**src/hdl/spims_pkg.sv**
```systemverilog
package spims_pkg;

    localparam int TX_W       = 32;
    localparam int CNT_W      = 6;
    localparam int CFG_IDX_W  = 2;
    localparam int CFG_DATA_W = 2;

    localparam logic CMD_XFER = 1'b0;
    localparam logic CMD_CS   = 1'b1;

    localparam logic [CFG_IDX_W-1:0] CFG_POLARITY = 2'd0;
    localparam logic [CFG_IDX_W-1:0] CFG_DIR      = 2'd1;

    typedef enum logic [1:0] {
        ST_IDLE,
        ST_CS,
        ST_LEAD,
        ST_TRAIL
    } t_state;

    typedef struct packed {
        logic load;
        logic step;
        logic rx_en;
    } t_shift_ctl;

endpackage

```
**src/hdl/spims_if.sv**
```systemverilog
interface spims_in_if;
    logic                           valid;
    logic                           ready;
    logic                           command;
    logic [spims_pkg::TX_W-1:0]     tx_word;
    logic [spims_pkg::CNT_W-1:0]    bit_count;
    logic [spims_pkg::TX_W-1:0]     slave_bits;
    logic                           select_active;

    modport source (
        output valid, command, tx_word, bit_count, slave_bits, select_active,
        input  ready
    );
    modport sink (
        input  valid, command, tx_word, bit_count, slave_bits, select_active,
        output ready
    );
endinterface

interface spims_out_if;
    logic                       valid;
    logic                       ready;
    logic                       sck_level;
    logic                       mosi_level;
    logic                       cs_level;
    logic [spims_pkg::TX_W-1:0] rx_word;
    logic                       last;

    modport source (
        output valid, sck_level, mosi_level, cs_level, rx_word, last,
        input  ready
    );
    modport sink (
        input  valid, sck_level, mosi_level, cs_level, rx_word, last,
        output ready
    );
endinterface

interface spims_cfg_if;
    logic                              valid;
    logic                              ready;
    logic [spims_pkg::CFG_IDX_W-1:0]   index;
    logic [spims_pkg::CFG_DATA_W-1:0]  data;

    modport source (
        output valid, index, data,
        input  ready
    );
    modport sink (
        input  valid, index, data,
        output ready
    );
endinterface

```
**src/hdl/spims_shifter.sv**
```systemverilog
module spims_shifter #(
    parameter int SHIFT_W = 32
) (
    input  logic                         i_clk,
    input  logic                         i_rst_n,
    input  spims_pkg::t_shift_ctl        i_ctl,
    input  logic [spims_pkg::TX_W-1:0]   i_tx_word,
    input  logic [spims_pkg::TX_W-1:0]   i_slave_bits,
    input  logic [spims_pkg::CNT_W-1:0]  i_bit_count,
    output logic                         o_tx_bit,
    output logic                         o_last_bit,
    output logic [spims_pkg::TX_W-1:0]   o_rx_next
);
    import spims_pkg::*;

    localparam int PW = $clog2(SHIFT_W);

    logic [SHIFT_W-1:0] r_tx;
    logic [SHIFT_W-1:0] r_miso;
    logic [SHIFT_W-1:0] r_rx;
    logic [SHIFT_W-1:0] n_rx;
    logic [PW-1:0]      r_pos;
    logic [CNT_W-1:0]   w_n;

    // clamp the bit count into 1..SHIFT_W
    always_comb begin
        if (i_bit_count == '0) begin
            w_n = CNT_W'(1);
        end else if (i_bit_count > CNT_W'(SHIFT_W)) begin
            w_n = CNT_W'(SHIFT_W);
        end else begin
            w_n = i_bit_count;
        end
    end

    always_comb begin
        if (i_ctl.rx_en) begin
            n_rx = {r_rx[SHIFT_W-2:0], r_miso[r_pos]};
        end else begin
            n_rx = r_rx;
        end
    end

    assign o_tx_bit   = r_tx[r_pos];
    assign o_last_bit = (r_pos == '0);
    assign o_rx_next  = TX_W'(n_rx);

    always_ff @(posedge i_clk) begin
        if (!i_rst_n) begin
            r_pos <= '0;
        end else if (i_ctl.load) begin
            r_pos <= PW'(w_n - CNT_W'(1));
        end else if (i_ctl.step) begin
            r_pos <= r_pos - PW'(1);
        end
    end

    always_ff @(posedge i_clk) begin
        if (i_ctl.load) begin
            r_tx   <= i_tx_word[SHIFT_W-1:0];
            r_miso <= i_slave_bits[SHIFT_W-1:0];
            r_rx   <= '0;
        end else if (i_ctl.step) begin
            r_rx <= n_rx;
        end
    end

endmodule

```
**src/hdl/spims_seq.sv**
```systemverilog
module spims_seq (
    input  logic                         i_clk,
    input  logic                         i_rst_n,
    spims_in_if.sink                     i_in,
    spims_out_if.source                  o_out,
    spims_cfg_if.sink                    i_cfg,
    input  logic                         i_tx_bit,
    input  logic                         i_last_bit,
    input  logic [spims_pkg::TX_W-1:0]   i_rx_next,
    output spims_pkg::t_shift_ctl        o_ctl
);
    import spims_pkg::*;

    t_state          r_state;
    t_state          n_state;
    logic            r_pol;
    logic [1:0]      r_dir;
    logic            r_sck;
    logic            r_mosi;
    logic            r_cs;
    logic            n_sck;
    logic            n_mosi;
    logic            n_cs;
    logic            r_o_valid;
    logic            r_o_sck;
    logic            r_o_mosi;
    logic            r_o_cs;
    logic [TX_W-1:0] r_o_rx;
    logic            r_o_last;
    logic            w_slot;
    logic            w_emit;
    logic [TX_W-1:0] w_rx;
    logic            w_last;

    assign w_slot      = !r_o_valid || o_out.ready;
    assign i_in.ready  = (r_state == ST_IDLE);
    assign i_cfg.ready = 1'b1;

    always_comb begin
        n_state     = r_state;
        n_sck       = r_sck;
        n_mosi      = r_mosi;
        n_cs        = r_cs;
        w_emit      = 1'b0;
        w_rx        = '0;
        w_last      = 1'b0;
        o_ctl.load  = 1'b0;
        o_ctl.step  = 1'b0;
        o_ctl.rx_en = !r_dir[1];
        case (r_state)
            ST_IDLE: begin
                if (i_in.valid) begin
                    if (i_in.command == CMD_CS) begin
                        n_cs    = !i_in.select_active;
                        n_state = ST_CS;
                    end else begin
                        o_ctl.load = 1'b1;
                        n_state    = ST_LEAD;
                    end
                end
            end
            ST_CS: begin
                if (w_slot) begin
                    w_emit  = 1'b1;
                    w_last  = 1'b1;
                    n_state = ST_IDLE;
                end
            end
            ST_LEAD: begin
                if (w_slot) begin
                    n_sck = !r_pol;
                    if (!r_dir[0]) begin
                        n_mosi = i_tx_bit;
                    end
                    w_emit  = 1'b1;
                    n_state = ST_TRAIL;
                end
            end
            ST_TRAIL: begin
                if (w_slot) begin
                    n_sck      = r_pol;
                    o_ctl.step = 1'b1;
                    w_emit     = 1'b1;
                    w_last     = i_last_bit;
                    w_rx       = i_last_bit ? i_rx_next : '0;
                    n_state    = i_last_bit ? ST_IDLE : ST_LEAD;
                end
            end
            default: begin
                n_state = ST_IDLE;
            end
        endcase
    end

    always_ff @(posedge i_clk) begin
        if (!i_rst_n) begin
            r_state <= ST_IDLE;
        end else begin
            r_state <= n_state;
        end
    end

    always_ff @(posedge i_clk) begin
        if (!i_rst_n) begin
            r_sck  <= 1'b1;
            r_mosi <= 1'b0;
            r_cs   <= 1'b1;
        end else begin
            r_sck  <= n_sck;
            r_mosi <= n_mosi;
            r_cs   <= n_cs;
        end
    end

    always_ff @(posedge i_clk) begin
        if (!i_rst_n) begin
            r_pol <= 1'b1;
            r_dir <= 2'b00;
        end else if (i_cfg.valid) begin
            case (i_cfg.index)
                CFG_POLARITY: r_pol <= i_cfg.data[0];
                CFG_DIR:      r_dir <= i_cfg.data;
                default: ;
            endcase
        end
    end

    always_ff @(posedge i_clk) begin
        if (!i_rst_n) begin
            r_o_valid <= 1'b0;
        end else if (w_emit) begin
            r_o_valid <= 1'b1;
        end else if (o_out.ready) begin
            r_o_valid <= 1'b0;
        end
    end

    always_ff @(posedge i_clk) begin
        if (w_emit) begin
            r_o_sck  <= n_sck;
            r_o_mosi <= n_mosi;
            r_o_cs   <= n_cs;
            r_o_rx   <= w_rx;
            r_o_last <= w_last;
        end
    end

    assign o_out.valid      = r_o_valid;
    assign o_out.sck_level  = r_o_sck;
    assign o_out.mosi_level = r_o_mosi;
    assign o_out.cs_level   = r_o_cs;
    assign o_out.rx_word    = r_o_rx;
    assign o_out.last       = r_o_last;

`ifndef ASSERT_OFF
    a_lead_sck: assert property (@(posedge i_clk) disable iff (!i_rst_n)
        (w_emit && r_state == ST_LEAD) |=> (r_o_sck != r_pol))
        else $error("leading phase SCK not at active level");

    a_trail_sck: assert property (@(posedge i_clk) disable iff (!i_rst_n)
        (w_emit && r_state == ST_TRAIL) |=> (r_o_sck == r_pol && r_sck == r_pol))
        else $error("trailing phase SCK not at idle level");

    a_rx_zero: assert property (@(posedge i_clk) disable iff (!i_rst_n)
        (r_o_valid && !r_o_last) |-> (r_o_rx == '0))
        else $error("rx word nonzero on non-final item");

    a_cs_hold: assert property (@(posedge i_clk) disable iff (!i_rst_n)
        (r_state == ST_LEAD || r_state == ST_TRAIL) |=> $stable(r_cs))
        else $error("CS changed during a transfer");
`endif

endmodule

```
**src/hdl/spi_master_word_shifter_unit.sv**
```systemverilog
// Transfer item of n bits (n clamped to 1..min(MAX_BITS,32)): 2n results, one per
// pin phase; the first result is registered after the sequencer leaves idle, then
// one per cycle while output backpressure does not stall it. A new item is taken
// only in idle; pacing is set by the phase sequencer and the single bit-shift unit.
// Reset (sync, active low): SCK 1, MOSI 0, CS 1, polarity 1, direction mode 0.
module spi_master_word_shifter_unit #(
    parameter int MAX_BITS = 32
) (
    input  logic         i_clk,
    input  logic         i_rst_n,
    spims_in_if.sink     i_in,
    spims_out_if.source  o_out,
    spims_cfg_if.sink    i_cfg
);
    import spims_pkg::*;

    localparam int SHIFT_W = (MAX_BITS < TX_W) ? MAX_BITS : TX_W;

    t_shift_ctl      w_ctl;
    logic            w_tx_bit;
    logic            w_last_bit;
    logic [TX_W-1:0] w_rx_next;

    spims_seq u_seq (
        .i_clk      (i_clk),
        .i_rst_n    (i_rst_n),
        .i_in       (i_in),
        .o_out      (o_out),
        .i_cfg      (i_cfg),
        .i_tx_bit   (w_tx_bit),
        .i_last_bit (w_last_bit),
        .i_rx_next  (w_rx_next),
        .o_ctl      (w_ctl)
    );

    spims_shifter #(
        .SHIFT_W (SHIFT_W)
    ) u_shifter (
        .i_clk        (i_clk),
        .i_rst_n      (i_rst_n),
        .i_ctl        (w_ctl),
        .i_tx_word    (i_in.tx_word),
        .i_slave_bits (i_in.slave_bits),
        .i_bit_count  (i_in.bit_count),
        .o_tx_bit     (w_tx_bit),
        .o_last_bit   (w_last_bit),
        .o_rx_next    (w_rx_next)
    );

endmodule
```
**src/flat_wrapper.sv**
```systemverilog
// flat-port wrapper written by rule: the top's interface ports become plain ports
module spi_master_word_shifter_unit_flat import spims_pkg::*;
#(
    parameter int MAX_BITS = 32
)
  (i_clk, i_rst_n, i_in_valid, i_in_command, i_in_tx_word, i_in_bit_count, i_in_slave_bits, i_in_select_active, i_in_ready, o_out_valid, o_out_sck_level, o_out_mosi_level, o_out_cs_level, o_out_rx_word, o_out_last, o_out_ready, i_cfg_valid, i_cfg_index, i_cfg_data, i_cfg_ready);
  spims_in_if i_in_i ();
  spims_out_if o_out_i ();
  spims_cfg_if i_cfg_i ();
  input  logic i_clk;
  input  logic i_rst_n;
  input wire logic [$bits(i_in_i.valid)-1:0] i_in_valid;
  input wire logic [$bits(i_in_i.command)-1:0] i_in_command;
  input wire logic [$bits(i_in_i.tx_word)-1:0] i_in_tx_word;
  input wire logic [$bits(i_in_i.bit_count)-1:0] i_in_bit_count;
  input wire logic [$bits(i_in_i.slave_bits)-1:0] i_in_slave_bits;
  input wire logic [$bits(i_in_i.select_active)-1:0] i_in_select_active;
  output wire logic [$bits(i_in_i.ready)-1:0] i_in_ready;
  output wire logic [$bits(o_out_i.valid)-1:0] o_out_valid;
  output wire logic [$bits(o_out_i.sck_level)-1:0] o_out_sck_level;
  output wire logic [$bits(o_out_i.mosi_level)-1:0] o_out_mosi_level;
  output wire logic [$bits(o_out_i.cs_level)-1:0] o_out_cs_level;
  output wire logic [$bits(o_out_i.rx_word)-1:0] o_out_rx_word;
  output wire logic [$bits(o_out_i.last)-1:0] o_out_last;
  input wire logic [$bits(o_out_i.ready)-1:0] o_out_ready;
  input wire logic [$bits(i_cfg_i.valid)-1:0] i_cfg_valid;
  input wire logic [$bits(i_cfg_i.index)-1:0] i_cfg_index;
  input wire logic [$bits(i_cfg_i.data)-1:0] i_cfg_data;
  output wire logic [$bits(i_cfg_i.ready)-1:0] i_cfg_ready;
  assign i_in_i.valid = i_in_valid;
  assign i_in_i.command = i_in_command;
  assign i_in_i.tx_word = i_in_tx_word;
  assign i_in_i.bit_count = i_in_bit_count;
  assign i_in_i.slave_bits = i_in_slave_bits;
  assign i_in_i.select_active = i_in_select_active;
  assign i_in_ready = i_in_i.ready;
  assign o_out_valid = o_out_i.valid;
  assign o_out_sck_level = o_out_i.sck_level;
  assign o_out_mosi_level = o_out_i.mosi_level;
  assign o_out_cs_level = o_out_i.cs_level;
  assign o_out_rx_word = o_out_i.rx_word;
  assign o_out_last = o_out_i.last;
  assign o_out_i.ready = o_out_ready;
  assign i_cfg_i.valid = i_cfg_valid;
  assign i_cfg_i.index = i_cfg_index;
  assign i_cfg_i.data = i_cfg_data;
  assign i_cfg_ready = i_cfg_i.ready;
  spi_master_word_shifter_unit #(.MAX_BITS(MAX_BITS)) u_core (.i_clk(i_clk), .i_rst_n(i_rst_n), .i_in(i_in_i), .o_out(o_out_i), .i_cfg(i_cfg_i));
endmodule
```
**config.mk**
```make
export PLATFORM = sky130hd
export DESIGN_NAME = spi_master_word_shifter_unit_flat
export DESIGN_NICKNAME = d
export VERILOG_FILES = /design/src/hdl/spims_pkg.sv /design/src/hdl/spims_if.sv /design/src/hdl/spims_shifter.sv /design/src/hdl/spims_seq.sv /design/src/hdl/spi_master_word_shifter_unit.sv /design/src/flat_wrapper.sv
export SDC_FILE = /design/constraint.sdc
export NUM_CORES = 1
export LEC_CHECK = 0
export BUFFER_PORTS_ARGS = -buffer_cell sky130_fd_sc_hd__buf_4
export CAP_MARGIN = 30
export CORE_MARGIN = 4
export CORE_UTILIZATION = 59
export CTS_CLUSTER_SIZE = 14
export DETAILED_ROUTE_END_ITERATION = 12
export GPL_TIMING_DRIVEN = 1
export HOLD_SLACK_MARGIN = 0.03
export PLACE_DENSITY = 0.85
export SLEW_MARGIN = 20
export SYNTH_ARGS = -nofsm -noshare
export SYNTH_HDL_FRONTEND = slang
export SYNTH_SLANG_ARGS = --single-unit
```
**constraint.sdc**
```tcl
create_clock -name i_clk -period 7 [get_ports i_clk]
set_input_delay 0.7 -clock i_clk [delete_from_list [all_inputs] [get_ports i_clk]]
set_output_delay 0.7 -clock i_clk [all_outputs]
set_load 0.03 [all_outputs]
```
* After elaboration in Yosys (flattened, before gate mapping)
Cells that the tools add are included.
Word-level totals: register bits 146, latch bits 0, bits in writable memories 0, bits in read-only memories 0, input bits 81, output and inout bits 39, logic and storage cells 78, memories 0
Cells by class: add/subtract/negate cells 2, $mul 0, div/mod/pow operators 0, magnitude comparators 2, eq/ne operators 8, shifts and indexed selects 0, multiplexer cells 35, bitwise logic cells 0, reduce and logical (&&, ||, !) cells 15
Operators with widths (count):
- two-way mux 32 bit | 1
- two-way mux 5 bit | 4
- two-way mux 1 bit | 19
- two-way mux 2 bit | 6
- binary-select mux 1 bit (select 5 bit) | 2
- subtractor 5 x 1 -> 5 bit, second input constant | 2
- inequality test 2 bit, second input constant | 4
- case mux 2 bit (4 select lines) | 1
- greater-than comparator 6 bit, second input constant | 1
- zero test 6 bit | 1
- < comparator 5 x 6 -> 1 bit, second input constant | 1
- zero test 5 bit | 1
- equality test 2 x 1 -> 1 bit, second input constant | 2
- equality test 2 bit, second input constant | 2
- zero test 2 bit | 2
- case mux 1 bit (2 select lines) | 2
- AND reduction 2 bit | 2
- AND reduction 4 bit | 1
- nonzero test 2 bit | 2
- zero test 1 bit | 3
- AND reduction 3 bit | 1
- OR reduction 3 bit | 1
- logical OR 1 bit | 1

* Depth between registers and ports, before layout
depth in word-level cells 6, gate-level depth with buffers 10, gate-level depth less buffers 7

* Modules after synthesis
From an unflattened synthesis, not the netlist that was laid out.
Second synthesis, totals: cell total of the unflattened synthesis 427, area, all modules 6110.9 µm²
By module, submodules not included:
- spims_shifter | times used 1, cells each 300, area an instance 4352.9 µm², seq. area each 2662.6 µm²
- spims_seq | times used 1, cells each 127, area an instance 1757.9 µm², seq. area each 1261.2 µm²

* Worst setup path after synthesis
No wires, ideal clock.
path type input port to flip-flop, from input i_in_command, to register u_core.u_shifter.r_pos[4], setup time 0.136 ns, arrival time 2.617 ns, required time 6.864 ns, path slack 4.247 ns, cell stages on the path 7, buffers on the path 1, cell sequence or4b_4 > buf_6 > clkinv_2 > mux2_4 > and3_1 > nor3_1 > a211oi_2
On the way: cells in the longest elaborated chain, start to end 4, elaborated cells between the ends (all ways) 5, classes of those cells 4 x mux; 1 x reduce/logical
RTL lines:
- from (decl) | RTL line flat_wrapper.sv:13 | input wire logic [$bits(i_in_i.command)-1:0] i_in_command;
- two-way mux 1 bit * | RTL line spims_seq.sv:53 | if (i_in.command == CMD_CS) begin
- two-way mux 1 bit * | RTL line spims_seq.sv:52 | if (i_in.valid) begin
- two-way mux 1 bit * | RTL line spims_seq.sv:50 | case (r_state)
- two-way mux 5 bit or nonzero test 2 bit (tied branches)
- to (signal assigned) | RTL line spims_shifter.sv:52 | r_pos <= PW'(w_n - CNT_W'(1));
- to (signal assigned) | RTL line spims_shifter.sv:54 | r_pos <= r_pos - PW'(1);
- to (decl) | RTL line spims_shifter.sv:22 | logic [PW-1:0] r_pos;
Every way passes the cells marked *; elsewhere a longest branch is shown, timed or not. A chain may end at the register's enable or synchronous reset.

* Worst setup path in the final report
from register u_core.u_seq.r_state[0], to register u_core.u_shifter.r_pos[4]
On the way: cells in the longest elaborated chain, start to end 3, elaborated cells between the ends (all ways) 6, classes of those cells 1 x eq/ne; 3 x mux; 2 x reduce/logical
RTL lines:
- from (decl) | RTL line spims_seq.sv:14 | t_state r_state;
- from (signal assigned) | RTL line spims_seq.sv:99 | r_state <= n_state;
- equality test 2 bit or zero test 2 bit (tied branches) | RTL line spims_seq.sv:50
- two-way mux 1 bit | RTL line spims_seq.sv:50
- nonzero test 2 bit (no source line) or two-way mux 5 bit (tied branches)
Several ways; a longest one is shown, not always the timed one.

==> flow_summary.html <==
<table>
<tr><th>Metric</th><th>Value</th></tr>
<tr><th colspan="2">Route</th></tr>
<tr><td>1st-iter DRT viols</td><td>163</td></tr>
<tr><td>Post-DRT Antenna Nets</td><td>0</td></tr>
<tr><td>WL/cell</td><td>15.48 µm</td></tr>
<tr><td>Vias per cell</td><td>5.336</td></tr>
<tr><td>Total routed wirelength</td><td>11250 µm</td></tr>
<tr><td>Iteration count of the initial detailed-routing pass</td><td>5</td></tr>
<tr><td>Remaining design rule violation count</td><td>0</td></tr>
<tr><td>Number of vias in the routed layout</td><td>3879</td></tr>
<tr><th colspan="2">STA</th></tr>
<tr><td>Fin crit share</td><td>35.63%</td></tr>
<tr><td>Unrepaired setup endpoints after global routing</td><td>no</td></tr>
<tr><td>Pin slew with the least headroom to its limit</td><td>876.2 ps</td></tr>
<tr><td>Total negative setup slack</td><td>0 ps</td></tr>
<tr><td>Relative slew margins</td><td>41.59%</td></tr>
<tr><td>Max Clk Rate</td><td>400.9 MHz</td></tr>
<tr><td>Post-route minimum period</td><td>2494 ps</td></tr>
<tr><td>Max-slew violation total from the final report</td><td>0</td></tr>
<tr><td>Worst Clk Skew</td><td>4.412 ps</td></tr>
<tr><td>Final hold vios</td><td>0</td></tr>
<tr><td>Number of endpoints failing setup at the final stage</td><td>0</td></tr>
<tr><th colspan="2">Synth</th></tr>
<tr><td>List of most frequent post-synthesis cells</td><td>100 x sky130_fd_sc_hd__edfxtp_1, 77 x sky130_fd_sc_hd__nand2_1, 48 x sky130_fd_sc_hd__mux2i_1, 46 x sky130_fd_sc_hd__dfxtp_1, 42 x sky130_fd_sc_hd__nor2_1</td></tr>
<tr><td>Part of the Yosys area used for sequential elements</td><td>66.19%</td></tr>
<tr><td>Post-synth EDFFs</td><td>100</td></tr>
<tr><td>Mean Syn Cell Area</td><td>12.67 µm²</td></tr>
<tr><td>Synth Area in Compound Gates</td><td>7.218%</td></tr>
<tr><td>Post-synthesis async set-or-reset flop share</td><td>0%</td></tr>
<tr><td>Post-Syn Instances</td><td>468</td></tr>
<tr><td>Top cells by area, synth</td><td>sky130_fd_sc_hd__edfxtp_1 51%, sky130_fd_sc_hd__dfxtp_1 16%, sky130_fd_sc_hd__mux2i_1 8.1%</td></tr>
<tr><td>Predominant post-synthesis flop cell</td><td>sky130_fd_sc_hd__edfxtp_1</td></tr>
<tr><td>Post-synthesis share of cell area spent on and, or, nand and nor gates</td><td>11.02%</td></tr>
<tr><td>Flip-flop and latch count after synthesis</td><td>146</td></tr>
<tr><td>Area of the mapped netlist</td><td>0.005928 mm²</td></tr>
<tr><td>YS warnings</td><td>0</td></tr>
<tr><td>XOR/XNOR Fraction of Synth Area</td><td>0.8864%</td></tr>
<tr><td>Leading cell type by number of instances after synthesis</td><td>sky130_fd_sc_hd__edfxtp_1</td></tr>
<tr><td>Portion of netlist area occupied by mux cells</td><td>11.78%</td></tr>
<tr><td>Count of distinct cell types in the synthesized netlist</td><td>48</td></tr>
<tr><td>Fraction of post-synthesis cell area in the top cell type by area</td><td>50.65%</td></tr>
<tr><td>Syn_nets</td><td>550</td></tr>
<tr><td>Dominant combinational cell family by area after synthesis</td><td>multiplexers</td></tr>
<tr><td>Adder-cell area share of the yosys netlist</td><td>0.2111%</td></tr>
<tr><td>Dominant cell type by area after synthesis</td><td>sky130_fd_sc_hd__edfxtp_1</td></tr>
<tr><th colspan="2">Global route</th></tr>
<tr><td>Vias in the first global route</td><td>3860</td></tr>
<tr><td>Leftover overflow at the end of global routing</td><td>0</td></tr>
<tr><td>Total global routing track utilization</td><td>20.45%</td></tr>
<tr><td>Wire length of the first global-routing pass</td><td>18220 µm</td></tr>
<tr><td>Antenna violations before repair</td><td>0</td></tr>
<tr><td>Largest net degree at the start of global routing</td><td>65</td></tr>
<tr><th colspan="2">Placement</th></tr>
<tr><td>Placed wire-length estimate after detailed placement</td><td>7797 µm</td></tr>
<tr><td>GP Congestion</td><td>0.8258</td></tr>
<tr><td>Number of buffer cells added on primary ports</td><td>118</td></tr>
<tr><th colspan="2">Critical path</th></tr>
<tr><td>Number of cells on the worst reg-to-reg path</td><td>6</td></tr>
<tr><td>Critical Path AT</td><td>2880 ps</td></tr>
<tr><td>Critical path class</td><td>reg2reg</td></tr>
<tr><td>Critical path capture point type</td><td>flip-flop</td></tr>
<tr><td>Critical-path maximum fanout</td><td>45</td></tr>
<tr><td>Reg2reg start</td><td>u_core.u_seq.r_state[0]</td></tr>
<tr><td>CP Launch Type</td><td>flip-flop</td></tr>
<tr><td>Worst flop-to-flop path endpoint</td><td>u_core.u_shifter.r_pos[4]</td></tr>
<tr><td>Required time of the critical path</td><td>7380 ps</td></tr>
<tr><td>Register-to-register setup slack</td><td>4510 ps</td></tr>
<tr><th colspan="2">CTS</th></tr>
<tr><td>Post-cts sizing count</td><td>0</td></tr>
<tr><td>Clock Tree Buf Depth</td><td>2</td></tr>
<tr><td>Post-CTS repair timing setup buffer count</td><td>0</td></tr>
<tr><td>CTS H-Tree Depth</td><td>4</td></tr>
<tr><td>Worst-skew pair later-pin latency</td><td>520 ps</td></tr>
<tr><td># clock sinks</td><td>146</td></tr>
<tr><td>Number of buffers inserted during clock tree synthesis</td><td>17</td></tr>
<tr><td>Worst-path clk slew</td><td>60 ps</td></tr>
<tr><td>Root Buffer</td><td>sky130_fd_sc_hd__clkbuf_8</td></tr>
<tr><td>CTS tree</td><td>yes</td></tr>
<tr><td>Number of hold-repair buffers added at the cts stage</td><td>0</td></tr>
<tr><th colspan="2">Cells and area</th></tr>
<tr><td>Net total in the final layout</td><td>663</td></tr>
<tr><td>Post-synthesis to final-layout area growth</td><td>26.78%</td></tr>
<tr><td>Ratio of cells with drive above 1 in the final layout</td><td>29.29%</td></tr>
<tr><td>Diode count</td><td>0</td></tr>
<tr><th colspan="2">Pwr</th></tr>
<tr><td>Overall power of the completed layout</td><td>2.161 mW</td></tr>
<tr><td>Static power due to leakage</td><td>2.690 nW</td></tr>
<tr><td>Power density cells</td><td>287.6 mW/mm²</td></tr>
<tr><td>Maximum ir drop on the vdd rail</td><td>0.1624 mV</td></tr>
<tr><th colspan="2">Floorplanning</th></tr>
<tr><td>Effective utilization at floorplan</td><td>60.65%</td></tr>
<tr><td>Number of core rows</td><td>36</td></tr>
<tr><td>Die area</td><td>0.01172 mm²</td></tr>
<tr><td>Io pins</td><td>120</td></tr>
<tr><td>Height of the die</td><td>108.2 µm</td></tr>
<tr><td>Core area</td><td>0.009774 mm²</td></tr>
<tr><td>Die Width</td><td>108.2 µm</td></tr>
<tr><th colspan="2">Min path</th></tr>
<tr><td>Worst hold path startpoint</td><td>i_in_slave_bits[11]</td></tr>
<tr><td>Hold endpoint</td><td>u_core.u_shifter.r_miso[11]</td></tr>
<tr><td>Class of the most critical hold timing path</td><td>in2reg</td></tr>
<tr><td>Hold-critical path depth</td><td>1</td></tr>
<tr><th colspan="2">Run</th></tr>
<tr><td># Max-Cap Violations</td><td>0</td></tr>
<tr><th colspan="2">Outcome</th></tr>
<tr><td>Outcome</td><td>finished clean</td></tr>
</table>
==> flip-flops by register name, summed over array words and instances, names as in the netlist <==
| name | count |
|---|---|
| u_core.u_seq.r_state | 2 |
| u_core.u_seq.r_dir | 2 |
| u_core.u_seq.r_pol | 1 |
| u_core.u_seq.r_sck | 1 |
| u_core.u_shifter.r_miso | 32 |
| u_core.u_seq.o_out.rx_word | 32 |
| u_core.u_shifter.r_rx | 32 |
| u_core.u_seq.o_out.cs_level | 1 |
| u_core.u_seq.r_mosi | 1 |
| u_core.u_seq.o_out.last | 1 |
| u_core.u_seq.o_out.mosi_level | 1 |
| u_core.u_seq.r_cs | 1 |
| u_core.u_seq.o_out.valid | 1 |
| u_core.u_seq.o_out.sck_level | 1 |
| u_core.u_shifter.r_pos | 5 |
| u_core.u_shifter.r_tx | 32 |
==> routing by layer <==
layer	global-route usage (%)	part of all wire, %	up-vias
met5	0	0	-
met4	7.755	1.4	0
met3	6.209	6.3	15
met2	35.70	52	127
met1	23.75	40	1817
li1	-	-	1920
==> layout make-up <==
class | instances | area, µm²
tap | 133 | 166.4
multi-input combinational | 290 | 1858
inverter | 4 | 16.27
timing repair buffer | 122 | 960.9
clock inverter | 10 | 133.9
fill | 568 | 2258
sequential | 146 | 3926
clock buffer | 22 | 454.2
==> power by group <==
| group | leakage [nW] | switching, mW | internal [mW] |
|---|---|---|---|
| logic | 1.09 | 0.145 | 0.112 |
| registers | 1.32 | 0.0330 | 0.986 |
| clock network | 0.284 | 0.324 | 0.562 |
==> worst max path at each step <==
stage	from	to	slack, ps	cells after the start
after floorplan	i_in_command	u_core.u_shifter.r_pos[4]	4250	7
after global placement	i_in_valid	u_core.u_shifter.r_pos[4]	3620	7
after detailed placement	i_in_command	u_core.u_shifter.r_pos[4]	4130	7
after CTS	u_core.u_shifter.r_pos[0]	u_core.u_seq.o_out.rx_word[31]	4350	3
after global routing	u_core.u_seq.r_state[0]	u_core.u_shifter.r_pos[4]	4340	6
final	u_core.u_seq.r_state[0]	u_core.u_shifter.r_pos[4]	4510	6
==> layout by cell type, fill, tap and decap left out, types with 4 or more instances in the layout <==
cell	Yosys	layout
sky130_fd_sc_hd__nor2b_1	4	4
sky130_fd_sc_hd__mux2i_1	48	48
sky130_fd_sc_hd__dfxtp_1	46	44
sky130_fd_sc_hd__o21ai_0	35	35
sky130_fd_sc_hd__edfxtp_1	100	100
sky130_fd_sc_hd__buf_4	3	119
sky130_fd_sc_hd__nand2b_1	7	6
sky130_fd_sc_hd__clkbuf_1	18	4
sky130_fd_sc_hd__mux4_2	6	6
sky130_fd_sc_hd__mux2_2	6	6
sky130_fd_sc_hd__a211oi_1	5	5
sky130_fd_sc_hd__a21oi_1	10	10
sky130_fd_sc_hd__clkinv_2	1	5
sky130_fd_sc_hd__nor2_1	42	41
sky130_fd_sc_hd__nand2_1	77	77
sky130_fd_sc_hd__clkbuf_16	0	17
==> metrics by stage <==
stage,cells,area (µm²),setup slack [ps],util (%),hold slack [ps]
after CTS,725,7466,4353,76.38,329.9
after global routing,727,7516,4344,76.89,329.6
after global placement,692,6858,3620,70.16,444.8
after detailed placement,693,6878,4130,70.37,481.7
final,727,7516,4506,76.89,355.3
after floorplan,468,5928,4247,-,435.6
==> logic make-up after synthesis <==
kind of cell / Yosys count
AND/OR/NAND/NOR: 150
multiplexers: 61
XOR/XNOR: 6
other: 1
buffers and inverters: 32
AO/OA/AOI/OAI: 71
adder cells (fa/ha/maj): 1
flip-flops: 146
==> critical path, cell delays in order (launching register included) <==
cell                       delay [ps]
sky130_fd_sc_hd__dfxtp_1          380
sky130_fd_sc_hd__or4b_4           790
sky130_fd_sc_hd__clkinv_2         400
sky130_fd_sc_hd__mux2_4           360
sky130_fd_sc_hd__and3_1           160
sky130_fd_sc_hd__nor3_1           190
sky130_fd_sc_hd__a211oi_2          70
Power figures use the tool's default switching activity.
